===== config.mk =====
export PLATFORM = sky130hd
export DESIGN_NAME = lef_out_reg_flat
export DESIGN_NICKNAME = d
export VERILOG_FILES = /design/src/rtl/laplacian_edge_filter_assert.svh /design/src/rtl/lef_pkg.sv /design/src/rtl/lef_if.sv /design/src/rtl/lef_out_reg.sv /design/src/flat_wrapper.sv
export SDC_FILE = /design/constraint.sdc
export NUM_CORES = 1
export LEC_CHECK = 0
export BUFFER_PORTS_ARGS = -buffer_cell sky130_fd_sc_hd__buf_2
export CAP_MARGIN = 10
export CORE_AREA = 4 4 57 59
export CTS_CLUSTER_DIAMETER = 100
export DETAILED_ROUTE_END_ITERATION = 8
export DIE_AREA = 0 0 61 63
export GPL_ROUTABILITY_DRIVEN = 1
export REMOVE_ABC_BUFFERS = 1
export SLEW_MARGIN = 20
export SYNTH_ARGS = -nofsm -noshare
export SYNTH_HDL_FRONTEND = slang
export SYNTH_SLANG_ARGS = --single-unit

===== constraint.sdc =====
create_clock -name clk -period 2.6 [get_ports clk]
set_clock_uncertainty 0.2 [all_clocks]
set_input_delay 0.52 -clock clk [delete_from_list [all_inputs] [get_ports clk]]
set_output_delay 0.52 -clock clk [all_outputs]
set_load 0.02 [all_outputs]

===== src/rtl/laplacian_edge_filter_assert.svh =====
// Assertion macros shared by the Laplacian edge filter RTL.
`ifndef LAPLACIAN_EDGE_FILTER_ASSERT_SVH
`define LAPLACIAN_EDGE_FILTER_ASSERT_SVH

// Same-cycle implication, checked out of reset.
`define LEF_ASSERT_IMP(lbl, clk, rstn, ante, cons) \
  lbl: assert property (@(posedge clk) disable iff (!rstn) (ante) |-> (cons)) \
    else $error("laplacian_edge_filter: assertion failed");

// Next-cycle implication, checked out of reset.
`define LEF_ASSERT_NXT(lbl, clk, rstn, ante, cons) \
  lbl: assert property (@(posedge clk) disable iff (!rstn) (ante) |=> (cons)) \
    else $error("laplacian_edge_filter: assertion failed");

`endif


===== src/rtl/lef_pkg.sv =====
// Types and constants of the Laplacian edge filter.
`default_nettype none
package lef_pkg;

  localparam int NUM_LANES = 3;
  localparam int SMP_W     = 8;
  // Widths cover kernels up to 15x15: multiplier up to 224.
  localparam int M_W       = 8;
  localparam int ACC_W     = 18;
  localparam int X_W       = 17;
  localparam int CFG_AW    = 2;
  localparam int CFG_DW    = 16;

  localparam logic [1:0] SIDE_POS  = 2'd0;
  localparam logic [1:0] SIDE_NEG  = 2'd1;
  localparam logic [1:0] SIDE_BOTH = 2'd2;

  typedef enum logic [CFG_AW-1:0] {
    REG_RADIUS = 2'd0,
    REG_SIDE   = 2'd1,
    REG_WIDTH  = 2'd2,
    REG_HEIGHT = 2'd3
  } reg_idx_t;

  typedef struct packed {
    logic [SMP_W-1:0] in_blue;
    logic [SMP_W-1:0] in_green;
    logic [SMP_W-1:0] in_red;
    logic             drain;
  } pix_t;

  typedef struct packed {
    logic [SMP_W-1:0] out_blue;
    logic [SMP_W-1:0] out_green;
    logic [SMP_W-1:0] out_red;
    logic             frame_end;
  } res_t;

  typedef struct packed {
    logic       clear;
    logic       acc_en;
    logic       in_img;
    logic       center;
    logic       div_load;
    logic       div_step;
  } lane_ctl_t;

endpackage
`default_nettype wire


===== src/rtl/lef_if.sv =====
// Stream and configuration interfaces of the Laplacian edge filter.
`default_nettype none


interface lef_res_if;
  logic          valid;
  logic          ready;
  lef_pkg::res_t data;
  modport source (output valid, output data, input ready);
  modport sink (input valid, input data, output ready);
endinterface

`default_nettype wire


===== src/rtl/lef_out_reg.sv =====
// Merges the lane results into one result item and holds it for transfer.
`default_nettype none
module lef_out_reg (
  input  logic                                            clk,
  input  logic                                            rst_n,
  input  logic                                            load,
  input  logic [lef_pkg::NUM_LANES-1:0][lef_pkg::SMP_W-1:0] lanes,
  input  logic                                            frame_end,
  output logic                                            full,
  lef_res_if.source                                       res
);
  import lef_pkg::*;

  logic valid_r;
  res_t data_r;

  always_ff @(posedge clk) begin
    if (!rst_n) begin
      valid_r <= 1'b0;
    end else if (load) begin
      valid_r <= 1'b1;
    end else if (res.ready) begin
      valid_r <= 1'b0;
    end
    if (load) begin
      data_r.out_blue  <= lanes[0];
      data_r.out_green <= lanes[1];
      data_r.out_red   <= lanes[2];
      data_r.frame_end <= frame_end;
    end
  end

  assign full      = valid_r && !res.ready;
  assign res.valid = valid_r;
  assign res.data  = data_r;

endmodule
`default_nettype wire


===== src/flat_wrapper.sv =====
// flat-port wrapper written by rule: the top's interface ports become plain ports
module lef_out_reg_flat import lef_pkg::*;
  (clk, rst_n, load, lanes, frame_end, full, res_valid, res_data, res_ready);
  lef_res_if res_i ();
  input  logic clk;
  input  logic rst_n;
  input  logic load;
  input  logic [lef_pkg::NUM_LANES-1:0][lef_pkg::SMP_W-1:0] lanes;
  input  logic frame_end;
  output logic full;
  output wire logic [$bits(res_i.valid)-1:0] res_valid;
  output wire logic [$bits(res_i.data)-1:0] res_data;
  input wire logic [$bits(res_i.ready)-1:0] res_ready;
  assign res_valid = res_i.valid;
  assign res_data = res_i.data;
  assign res_i.ready = res_ready;
  lef_out_reg u_core (.clk(clk), .rst_n(rst_n), .load(load), .lanes(lanes), .frame_end(frame_end), .full(full), .res(res_i));
endmodule

After elaboration in Yosys (flattened, before gate mapping)
Index checks and enable logic that the tools add are counted.
{"block": "word_totals", "register_bits": 26, "in_bits": 29, "wordCells": 10}
{"block": "op_classes", "muxes": 2, "reduce_logical": 3}
{"operator": "1-bit two-way mux", "count": 2}
{"operator": "2-bit nonzero test", "count": 1}
{"operator": "1-bit logical AND", "count": 1}
{"operator": "1-bit zero test", "count": 1}

Longest topological paths before layout
{"block": "depth", "ltp_word": 2, "ltp_mapped": 2}

Worst setup path before layout
No wires, ideal clock.
{"block": "synth_timing", "path_kind": "in2out", "start": "in res_ready", "end": "out full", "arrival_ps": 678, "required_time_ps": 1880, "path_slack_ps": 1202, "stages": 1, "n_path_buf": 0, "cell_sequence": "nor2b_4"}
{"block": "synth_via", "elab_chain_len": 2}
{"element": "start: declaration", "line": "flat_wrapper.sv:13", "source": "input wire logic [$bits(res_i.ready)-1:0] res_ready;"}
{"element": "1-bit zero test", "line": "lef_out_reg.sv:33", "source": "assign full = valid_r && !res.ready;"}
{"element": "1-bit logical AND", "line": "lef_out_reg.sv:33"}
{"element": "end: declaration", "line": "flat_wrapper.sv:10", "source": "output logic full;"}
No other way between the ends.

Worst setup path in the final report
{"block": "layout_timing", "start": "reg u_core.valid_r, in the netlist u_core.res.valid", "end": "out full"}
{"block": "layout_via", "elab_chain_len": 1}
{"element": "start: declaration", "line": "lef_out_reg.sv:14", "source": "logic valid_r;"}
{"element": "start signal: assignment", "line": "lef_out_reg.sv:19", "source": "valid_r <= 1'b0;"}
{"element": "start signal: assignment", "line": "lef_out_reg.sv:21", "source": "valid_r <= 1'b1;"}
{"element": "start signal: assignment", "line": "lef_out_reg.sv:23", "source": "valid_r <= 1'b0;"}
{"element": "1-bit logical AND", "line": "lef_out_reg.sv:33"}
No other way between the ends.

==> reports/qor.yml <==
status: "finished clean"
fin_crit_ns: 1.68
powerDensity_nw_per_um2: 680
crit_path_start_kind: "flop"
post_dp_cell_area_um2: 1110
routed_wl_um: 1480
io_pins: 56
cap_viol_max_count: 0
cts_resized: 0
cts.htree.levels: 1
rsz0062_at_grt: "false"
dieWidth_um: 61
clk_pin_slew_ns: 0.13
ant_nets: 0
cts-root-buf: "clkbuf_4"
hold_start: "lanes[4]"
avgRoutedWirePerCell_um: 12.6
cts_buffers: 3
critPathKind: "reg2out"
dr.first_iter.drc_count: 4
ys_warn_count: 0
synth_area_um2: 792
critPathRequiredTime_ns: 1.88
critPathMaxFanout: 2
hold_violations: 0
track_usage_pct: 7.44
yosysTopAreaCellShare_pct: 94.8
grt_pass1_wl_um: 2070
synth_area_leaders: "edfxtp_1 95%, dfxtp_1 2.5%, nor2b_4 1.7%"
reg2reg_from: "u_core.res.valid$_SDFFE_PN0P_"
timing.slew.headroom_pct: 63.6
clockBufferDepth: 2
finalSetupViolCount: 0
drt-pass1-iter-count: 2
clock-sinks: 26
final_common_cell: "buf_2"
post-route-period-util_pct: 64.7
avgViaCountPerCell: 4.04
fmax_mhz: 594
antenna_found_initial: 0
cts_hold_buffers: 0
p_leak_nw: 0.494
dieArea_um2: 3840
yosysTopAreaCell: "edfxtp_1"
fp.coreArea_um2: 2710
tightest_slew_ns: 0.546
gr-total-overflow: 0
clk-insertion-delay-late_ns: 0.30
synth_cell_types: 4
syn_area_per_cell_um2: 28.3
num_antenna_cells: 0
ys_seq_elements: 26
cts_tree: "done"
stdcell_area_um2: 1130
synthToLayoutAreaGrowth_pct: 43.0
endpoint_kind: "output pin"
die_h_um: 63
postCtsSetupRepairBufs: 0
hp-class: "in2reg"
vias: 477
num-nets-final: 117
drive_gt1_share_pct: 67.8
place_congestion: 0.673
mostFrequentLayoutCells: "55 x buf_2, 25 x edfxtp_1, 3 x clkbuf_4"
drc: 0
critPathArrivalTime_ns: 0.96
fillerInstances: 266
fin_util_pct: 41.8
fin_tns_setup_ns: 0
vdd_ir_drop_max_uv: 316
row_count: 19
seq_area_frac_synth_pct: 97.3
maxSlewViolCount: 0
synthCells: 28
grt_max_degree: 27
start_util_pct: 29.2
critPathLaunch: "u_core.res.valid$_SDFFE_PN0P_"
grt_pass1_vias: 481
p_total_uw: 770
port-buffer-count: 55
## Yosys cell counts, drive strengths merged
master / count
nor2b: 1
edfxtp: 25
dfxtp: 1
o21a: 1
## layer usage
layer | vias up | global-route usage [%] | part of all wire (%)
li1 | 229 | - | -
met1 | 202 | 8.07 | 37
met2 | 44 | 11.4 | 41
met3 | 2 | 3.93 | 21
met4 | 0 | 4.07 | 0.61
met5 | - | 0 | 0
## cells by family after synthesis
family,Yosys count,share of synthesized area [%]
and+or+nand+nor,1,1.74
DFF,26,97.3
AOI/OAI and AO/OA,1,0.948
## path summary, 6_finish.rpt
check	slack, ns	to	cells after the start
worst max-delay path	0.92	full	2
worst min-delay path	0.18	u_core.res.data[21]$_DFFE_PP_	1
worst max register to register	1.68	u_core.res.valid$_SDFFE_PN0P_	2
worst min register to register	0.44	u_core.res.valid$_SDFFE_PN0P_	2
## cell type report
type / count / area (µm²) / area share, %
Sequential cell: 26 / 771 / 68.1
Timing Repair Buffer: 55 / 275 / 24.3
Tap cell: 31 / 38.8 / 3.43
Clock buffer: 4 / 26.3 / 2.32
Multi-Input combinational cell: 2 / 21.3 / 1.88
## worst max-delay path: stages, from the launching register on
cell and delay (ns):
dfxtp_1 0.36, nor2b_4 0.14, buf_2 0.16
## state kept, by name (all words and copies together) (netlist names)
| name | cells |
|---|---|
| u_core.res.data | 25 |
| u_core.res.valid | 1 |
## metrics by stage
| step | hold WS, ns | worst slack, ns | std cells |
|---|---|---|---|
| 2_1_floorplan | 0.419 | 1.20 | 28 |
| 3_3_place_gp | 0.361 | 0.986 | 114 |
| 3_5_place_dp | 0.414 | 0.979 | 114 |
| 4_1_cts | 0.164 | 0.894 | 118 |
| 5_1_grt | 0.146 | 0.839 | 118 |
| 6_report | 0.179 | 0.917 | 118 |
## power by group
group          switching (mW)  leakage [nW]  internal, mW  total (mW)
sequential            0.00732         0.253         0.494       0.502
combinational          0.0664         0.226        0.0375       0.104
clock                   0.104        0.0150        0.0597       0.164
total                   0.178         0.494         0.592       0.770
No activity file was read; power rests on OpenSTA's default activity.
