===== config.mk =====
export PLATFORM = sky130hd
export DESIGN_NAME = lef_lane
export DESIGN_NICKNAME = d
export VERILOG_FILES = /design/src/rtl/laplacian_edge_filter_assert.svh /design/src/rtl/lef_pkg.sv /design/src/rtl/lef_lane.sv
export SDC_FILE = /design/constraint.sdc
export NUM_CORES = 1
export LEC_CHECK = 0
export ABC_AREA = 1
export BUFFER_PORTS_ARGS = -buffer_cell sky130_fd_sc_hd__buf_4
export CORE_ASPECT_RATIO = 0.75
export CORE_MARGIN = 8
export CORE_UTILIZATION = 39
export DETAILED_ROUTE_END_ITERATION = 8
export REMOVE_ABC_BUFFERS = 1
export SYNTH_ARGS = -nofsm -noshare
export SYNTH_HDL_FRONTEND = slang
export SYNTH_SLANG_ARGS = --single-unit

===== constraint.sdc =====
create_clock -name clk -period 15.1 [get_ports clk]
set_input_delay 2.265 -clock clk [delete_from_list [all_inputs] [get_ports clk]]
set_output_delay 2.265 -clock clk [all_outputs]
set_load 0.01 [all_outputs]

===== src/rtl/laplacian_edge_filter_assert.svh =====
// Assertion macros shared by the Laplacian edge filter RTL.
`ifndef LAPLACIAN_EDGE_FILTER_ASSERT_SVH
`define LAPLACIAN_EDGE_FILTER_ASSERT_SVH

// Same-cycle implication, checked out of reset.
`define LEF_ASSERT_IMP(lbl, clk, rstn, ante, cons) \
  lbl: assert property (@(posedge clk) disable iff (!rstn) (ante) |-> (cons)) \
    else $error("laplacian_edge_filter: assertion failed");

// Next-cycle implication, checked out of reset.
`define LEF_ASSERT_NXT(lbl, clk, rstn, ante, cons) \
  lbl: assert property (@(posedge clk) disable iff (!rstn) (ante) |=> (cons)) \
    else $error("laplacian_edge_filter: assertion failed");

`endif


===== src/rtl/lef_pkg.sv =====
// Types and constants of the Laplacian edge filter.
`default_nettype none
package lef_pkg;

  localparam int NUM_LANES = 3;
  localparam int SMP_W     = 8;
  // Widths cover kernels up to 15x15: multiplier up to 224.
  localparam int M_W       = 8;
  localparam int ACC_W     = 18;
  localparam int X_W       = 17;
  localparam int CFG_AW    = 2;
  localparam int CFG_DW    = 16;

  localparam logic [1:0] SIDE_POS  = 2'd0;
  localparam logic [1:0] SIDE_NEG  = 2'd1;
  localparam logic [1:0] SIDE_BOTH = 2'd2;

  typedef enum logic [CFG_AW-1:0] {
    REG_RADIUS = 2'd0,
    REG_SIDE   = 2'd1,
    REG_WIDTH  = 2'd2,
    REG_HEIGHT = 2'd3
  } reg_idx_t;

  typedef struct packed {
    logic [SMP_W-1:0] in_blue;
    logic [SMP_W-1:0] in_green;
    logic [SMP_W-1:0] in_red;
    logic             drain;
  } pix_t;

  typedef struct packed {
    logic [SMP_W-1:0] out_blue;
    logic [SMP_W-1:0] out_green;
    logic [SMP_W-1:0] out_red;
    logic             frame_end;
  } res_t;

  typedef struct packed {
    logic       clear;
    logic       acc_en;
    logic       in_img;
    logic       center;
    logic       div_load;
    logic       div_step;
  } lane_ctl_t;

endpackage
`default_nettype wire


===== src/rtl/lef_lane.sv =====
// One color channel: window accumulator, side selection and divide by n*n-1.
`default_nettype none
module lef_lane (
  input  logic                        clk,
  input  lef_pkg::lane_ctl_t          ctl,
  input  logic [lef_pkg::SMP_W-1:0]   sample,
  input  logic [lef_pkg::M_W-1:0]     mult,
  input  logic [1:0]                  side,
  output logic [lef_pkg::SMP_W-1:0]   result
);
  import lef_pkg::*;

  localparam int              SX_W   = 10;
  localparam int              PR_W   = 21;
  localparam int              R3_SH  = 11;
  localparam logic [PR_W-1:0] RECIP3 = PR_W'(683);

  logic signed [ACC_W-1:0] acc_r;
  logic signed [ACC_W-1:0] term;
  logic signed [ACC_W-1:0] kept;
  logic [M_W+SMP_W-1:0]    prod;
  logic [X_W-1:0]          mag;
  logic [SX_W-1:0]         scaled;
  logic [PR_W-1:0]         third;
  logic [SX_W-1:0]         x_r;
  logic                    div3_r;
  logic [SMP_W-1:0]        q_r;

  always_comb begin
    prod = {{SMP_W{1'b0}}, mult} * {{M_W{1'b0}}, sample};
    if (!ctl.in_img) begin
      term = '0;
    end else if (ctl.center) begin
      term = $signed(ACC_W'(prod));
    end else begin
      term = -$signed(ACC_W'(sample));
    end
  end

  always_comb begin
    kept = acc_r;
    if ((side == SIDE_POS && acc_r < 0) || (side == SIDE_NEG && acc_r > 0)) begin
      kept = '0;
    end
    mag = (kept < 0) ? X_W'(-kept) : X_W'(kept);
    // The divisor is 8, 24 or 48: shift out the power of two, then divide by
    // three with a reciprocal multiply that is exact for values below 2048.
    scaled = (mult == M_W'(48)) ? SX_W'(mag >> 4) : SX_W'(mag >> 3);
    third  = PR_W'(x_r) * RECIP3;
  end

  always_ff @(posedge clk) begin
    if (ctl.clear) begin
      acc_r <= '0;
    end else if (ctl.acc_en) begin
      acc_r <= acc_r + term;
    end
    if (ctl.div_load) begin
      x_r    <= scaled;
      div3_r <= (mult != M_W'(8));
    end
    if (ctl.div_step) begin
      q_r <= div3_r ? third[R3_SH +: SMP_W] : SMP_W'(x_r);
    end
  end

  assign result = q_r;

endmodule
`default_nettype wire


=== After elaboration in Yosys (flattened, before gate mapping) ===
Cells that the tools add are included.

* Register bits after elaboration: 37
* Bits in latches: 0
* RAM bits: 0
* Bits in read-only memories: 0
* Input port bits: 25
* Output and inout port bits: 8
* Word-level logic and storage cells: 25
* Memories: 0

* Add/subtract/negate cells: 3
* Multiply operators: 2
* Divide/modulo/power cells: 0
* $lt $le $gt $ge: 3
* Equal/unequal tests: 3
* Shift operators: 0
* Mux-type cells: 6
* Bitwise operators: 0
* Reductions and logical operators: 4

{| class="wikitable"
|+ Operator list
! cell !! number
|-
| $mux W18 || 3
|-
| $lt A18 B1 Y1 const B || 2
|-
| $mul A10 B10 Y19 const B || 1
|-
| $add A18 B18 Y18 || 1
|-
| $gt A18 B1 Y1 const B || 1
|-
| $neg A8 Y18 || 1
|-
| $mul A8 B8 Y16 || 1
|-
| $mux W14 || 1
|-
| $neg A14 Y14 || 1
|-
| $mux W10 || 1
|-
| $eq A8 B6 Y1 const B || 1
|-
| $mux W8 || 1
|-
| $ne A8 B4 Y1 const B || 1
|-
| $eq A2 B1 Y1 const B || 1
|-
| $logic_and A1 B1 Y1 || 2
|-
| $logic_not A2 Y1 || 1
|-
| $logic_or A1 B1 Y1 || 1
|}

=== Depth between registers and ports, before layout ===
* Depth in word-level cells: 7
* Depth in mapped cells: 34
* Depth with buffers taken out: 33

=== Least setup slack after synthesis ===
Ideal clock, no wire load.

* Path kind: input to register
* Start: input port mult[2] in the netlist's numbering
* End: register acc_r[17]
* Library setup time: 0.110 ns
* Data arrival time: 6.996 ns
* Data required time: 14.990 ns
* Slack: 7.994 ns
* Cell stages on the path: 30
* Buffers on the path: 1
* Cell sequence: clkbuf_1 nand2_1 fa_1 fa_1 inv_1 fa_1 inv_1 fa_1 inv_1 ha_1 inv_1 nor3_1 nand2_1 nand2_1 a21oi_1 or2_1 nand3_1 nand2_1 ha_1 nand2_1 nor2_1 nand2_1 nor2_1 nand2_1 nand3_1 nand2_1 nand3_1 nand2_1 inv_1 nor2_1

* Longest elaborated chain between the ends: 4

{| class="wikitable"
|+ Ends and longest elaborated chain
! what !! line !! source
|-
| start: declaration || lef_lane.sv:7 || <nowiki>input logic [lef_pkg::M_W-1:0] mult,</nowiki>
|-
| $mul A8 B8 Y16 || lef_lane.sv:30 || <nowiki>prod = {{SMP_W{1'b0}}, mult} * {{M_W{1'b0}}, sample};</nowiki>
|-
| $mux W18 || lef_lane.sv:33 || <nowiki>end else if (ctl.center) begin</nowiki>
|-
| $mux W18 || lef_lane.sv:31 || <nowiki>if (!ctl.in_img) begin</nowiki>
|-
| $add A18 B18 Y18 || lef_lane.sv:56 || <nowiki>acc_r <= acc_r + term;</nowiki>
|-
| end signal: assignment || lef_lane.sv:56 ||
|-
| end: declaration || lef_lane.sv:18 || <nowiki>logic signed [ACC_W-1:0] acc_r;</nowiki>
|}

No other way between the ends.
A chain may end at the register's enable or synchronous reset.

=== Worst setup path after layout ===
* Start: input port mult[0] in the netlist's numbering
* End: register acc_r[17]

The elaborated chain is that of the path after synthesis.

==> impl_metrics.csv <==
group,metric,value,unit
status,status,"completed",
worst_setup_path,cp-start-kind,"input port",
die,io_pins,33,
sta,tightest_slew,0.680,ns
cells_and_area,final_cells,1334,
clock_tree,cts_setup_buffers,0,
worst_setup_path,end_kind,"flop",
cells_and_area,post_route_cells_drive_above_1_share,5.89,%
cells_and_area,postLayoutCellArea,7940,sq um
sta,finalMaxSlewViolations,0,
die,dieArea,23600,sq um
sta,grt_setup_unrepaired,"no",
worst_setup_path,worstPathMaxFanout,9,
die,dieWidth,175,um
placement,place_hpwl,15300,um
worst_setup_path,cpMaxStageDelayCell,"fa_1",
worst_setup_path,arrival,7.45,ns
synthesis,synth_cells,1069,
worst_setup_path,path_class,"input port to flop",
clock_tree,cts.repair.resized,0,
route,drtPass1Iterations,5,
synthesis,yosysMostFrequentCell,"inv_1",
route,route.detailed.drc,0,
power_and_ir_drop,power.leakage,4.73,nW
sta,setup_violations,0,
clock_tree,cts-root-buf,"clkbuf_16",
placement,port_buffers,32,
sta,finalHoldViolations,0,
global_routing,gr-total-overflow,0,
min_path,hold_class,"flop to flop",
placement,dp.cells,1326,
sta,whs,0.555,ns
synthesis,synth.top_cell.area_share,19.2,%
worst_setup_path,worstPathRequired,15.33,ns
global_routing,grt_max_degree,25,
global_routing,grt_pass1_vias,6469,
global_routing,grt_pass1_wl,30900,um
placement,placedInstanceArea,7800,sq um
global_routing,grt_usage,15.7,%
synthesis,ys_seq_area_share,12.7,%
synthesis,yosys_warnings,0,
route,drt_iter0_drc,442,
cells_and_area,nets,1282,
die,start_util,39.7,%
clock_tree,clk_latency,0.29,ns
sta,finClkSkew,0.0123,ns
synthesis,synth-edff-count,19,
power_and_ir_drop,powerDensity,166,nW/um^2
route,wl_per_cell,13.3,um
worst_setup_path,cpPeakStageDelay,0.54,ns
clock_tree,clkSinkCount,37,
cells_and_area,area_growth,8.00,%
clock_tree,clk_pin_slew,0.07,ns
cells_and_area,regArea,931,sq um
cells_and_area,antenna_cells,0,
clock_tree,htree_levels,2,
die,die_y,135,um
sta,slew_headroom,54.6,%
route,routed_wirelength,17700,um
synthesis,synthArstFlopShare,0,%
route,drtAntennaViolNets,0,
synthesis,synthesis.area,7350,sq um
synthesis,yosys_register_bits,37,
clock_tree,cts_tree,"built",
cells_and_area,multi_input_area,5280,sq um
sta,finalSetupTns,0,ns
clock_tree,cts_hold_buf,0,
route,routed_via_density,4.84,
sta,min_period,7.22,ns
run,maxCapViolCount,0,
global_routing,antenna_found_initial,0,
worst_setup_path,crit_top_cell,"nand2_1",
clock_tree,cts.path.max_buffers,2,
synthesis,synth_cell_types,46,
sta,period_share,47.8,%
synthesis,yosysTopAreaCell,"ha_1",
synthesis,synth.area.top_cells,"ha_1 (19%), fa_1 (16%), inv_1 (14%)",
cells_and_area,final_core_util,42.9,%
die,coreArea,18500,sq um
route,num_vias,6462,
sta,max_freq,0.139,GHz
synthesis,ys.flop_type,"edfxtp_1",
synthesis,synth_common_cells,"inv_1 (271), nand2_1 (236), ha_1 (113)",
clock_tree,numCtsBuffers,5,
cells_and_area,n_fill_cell,1960,
synthesis,postSynthAreaPerCell,6.88,sq um
placement,place_congestion,0.933,
die,rows,43,
power_and_ir_drop,vdd_drop_max,0.000143,V
worst max-delay path, delay by kind of cell:
kind,cells,cell delay [ns]
buffers and inverters,6,0.43
adders and majority gates,6,2.80
and+or+nand+nor,13,1.44
AOI/OAI and AO/OA,3,0.51
report_power, final:
| part | leakage (nW) | switching (mW) | total (mW) | internal (mW) |
|---|---|---|---|---|
| Sequential | 0.341 | 0.0216 | 0.162 | 0.141 |
| Combinational | 4.32 | 0.645 | 1.05 | 0.407 |
| Clock | 0.0739 | 0.0431 | 0.104 | 0.0607 |
cell families (layout without fill, tap and decap cells):
kind of cell | Yosys count | in the layout | share of synthesized area (%)
fa+ha+maj | 171 | 171 | 35.0
compound gates | 145 | 145 | 11.2
flops | 37 | 37 | 12.7
xor+xnor | 21 | 21 | 2.50
simple gates | 397 | 397 | 23.1
buf+inv | 298 | 316 | 15.5
final timing paths:
check / from / endpoint / slack (ns) / cells past startpoint
setup / recovery: mult[0] / acc_r[17] / 7.88 / 28
setup reg to reg: x_r[3] / result[1] / 10.67 / 15
hold / removal: acc_r[1] / acc_r[1] / 0.56 / 2
hold reg to reg: acc_r[1] / acc_r[1] / 0.56 / 2
metrics by stage:
step                      setup slack [ns]  power [mW]
after CTS                             7.92        1.32
after global placement                7.67        1.20
after floorplan                       8.26       0.956
after global routing                  7.41        1.50
after detailed placement              7.63        1.21
final                                 7.88        1.32
layer usage:
layer  wire length (um)  vias up  GRT usage, %
met2               7180      149          24.1
met3                930       22          2.48
li1                   -     3373             -
met5                  0        -             0
met1               9300     2918          22.6
met4                269        0          3.48
cell type report:
| class | instances | share of cell area, % |
|---|---|---|
| repair buffers | 33 | 3.12 |
| clock buffers | 5 | 1.58 |
| inverters | 275 | 13.0 |
| clock inverters | 3 | 0.205 |
| well taps | 247 | 3.89 |
| multi-input cells | 734 | 66.5 |
| flip-flops and latches | 37 | 11.7 |
state kept, by name (all words and copies together) (netlist names):
register  flops
acc_r        18
div3_r        1
result        8
x_r          10
cells in the final DEF, fill, tap and decap left out, types with 2 or more instances in the layout:
cell,n
ha_1,113
clkbuf_16,5
a21oi_1,59
nand4_1,9
nand3_2,2
nand3_1,70
o21bai_1,4
or2_2,3
o21ai_1,4
a21o_1,5
inv_1,271
dfxtp_1,18
edfxtp_1,19
nand2_2,2
or2_1,3
clkinv_2,2
xnor2_1,8
nand2_1,236
fa_1,58
buf_4,33
inv_2,3
o21ai_2,4
o21ai_0,49
a32o_1,3
nor2_1,58
o22ai_1,2
xor2_1,13
nor3_1,5
a31oi_1,9
Power figures use the tool's default switching activity.
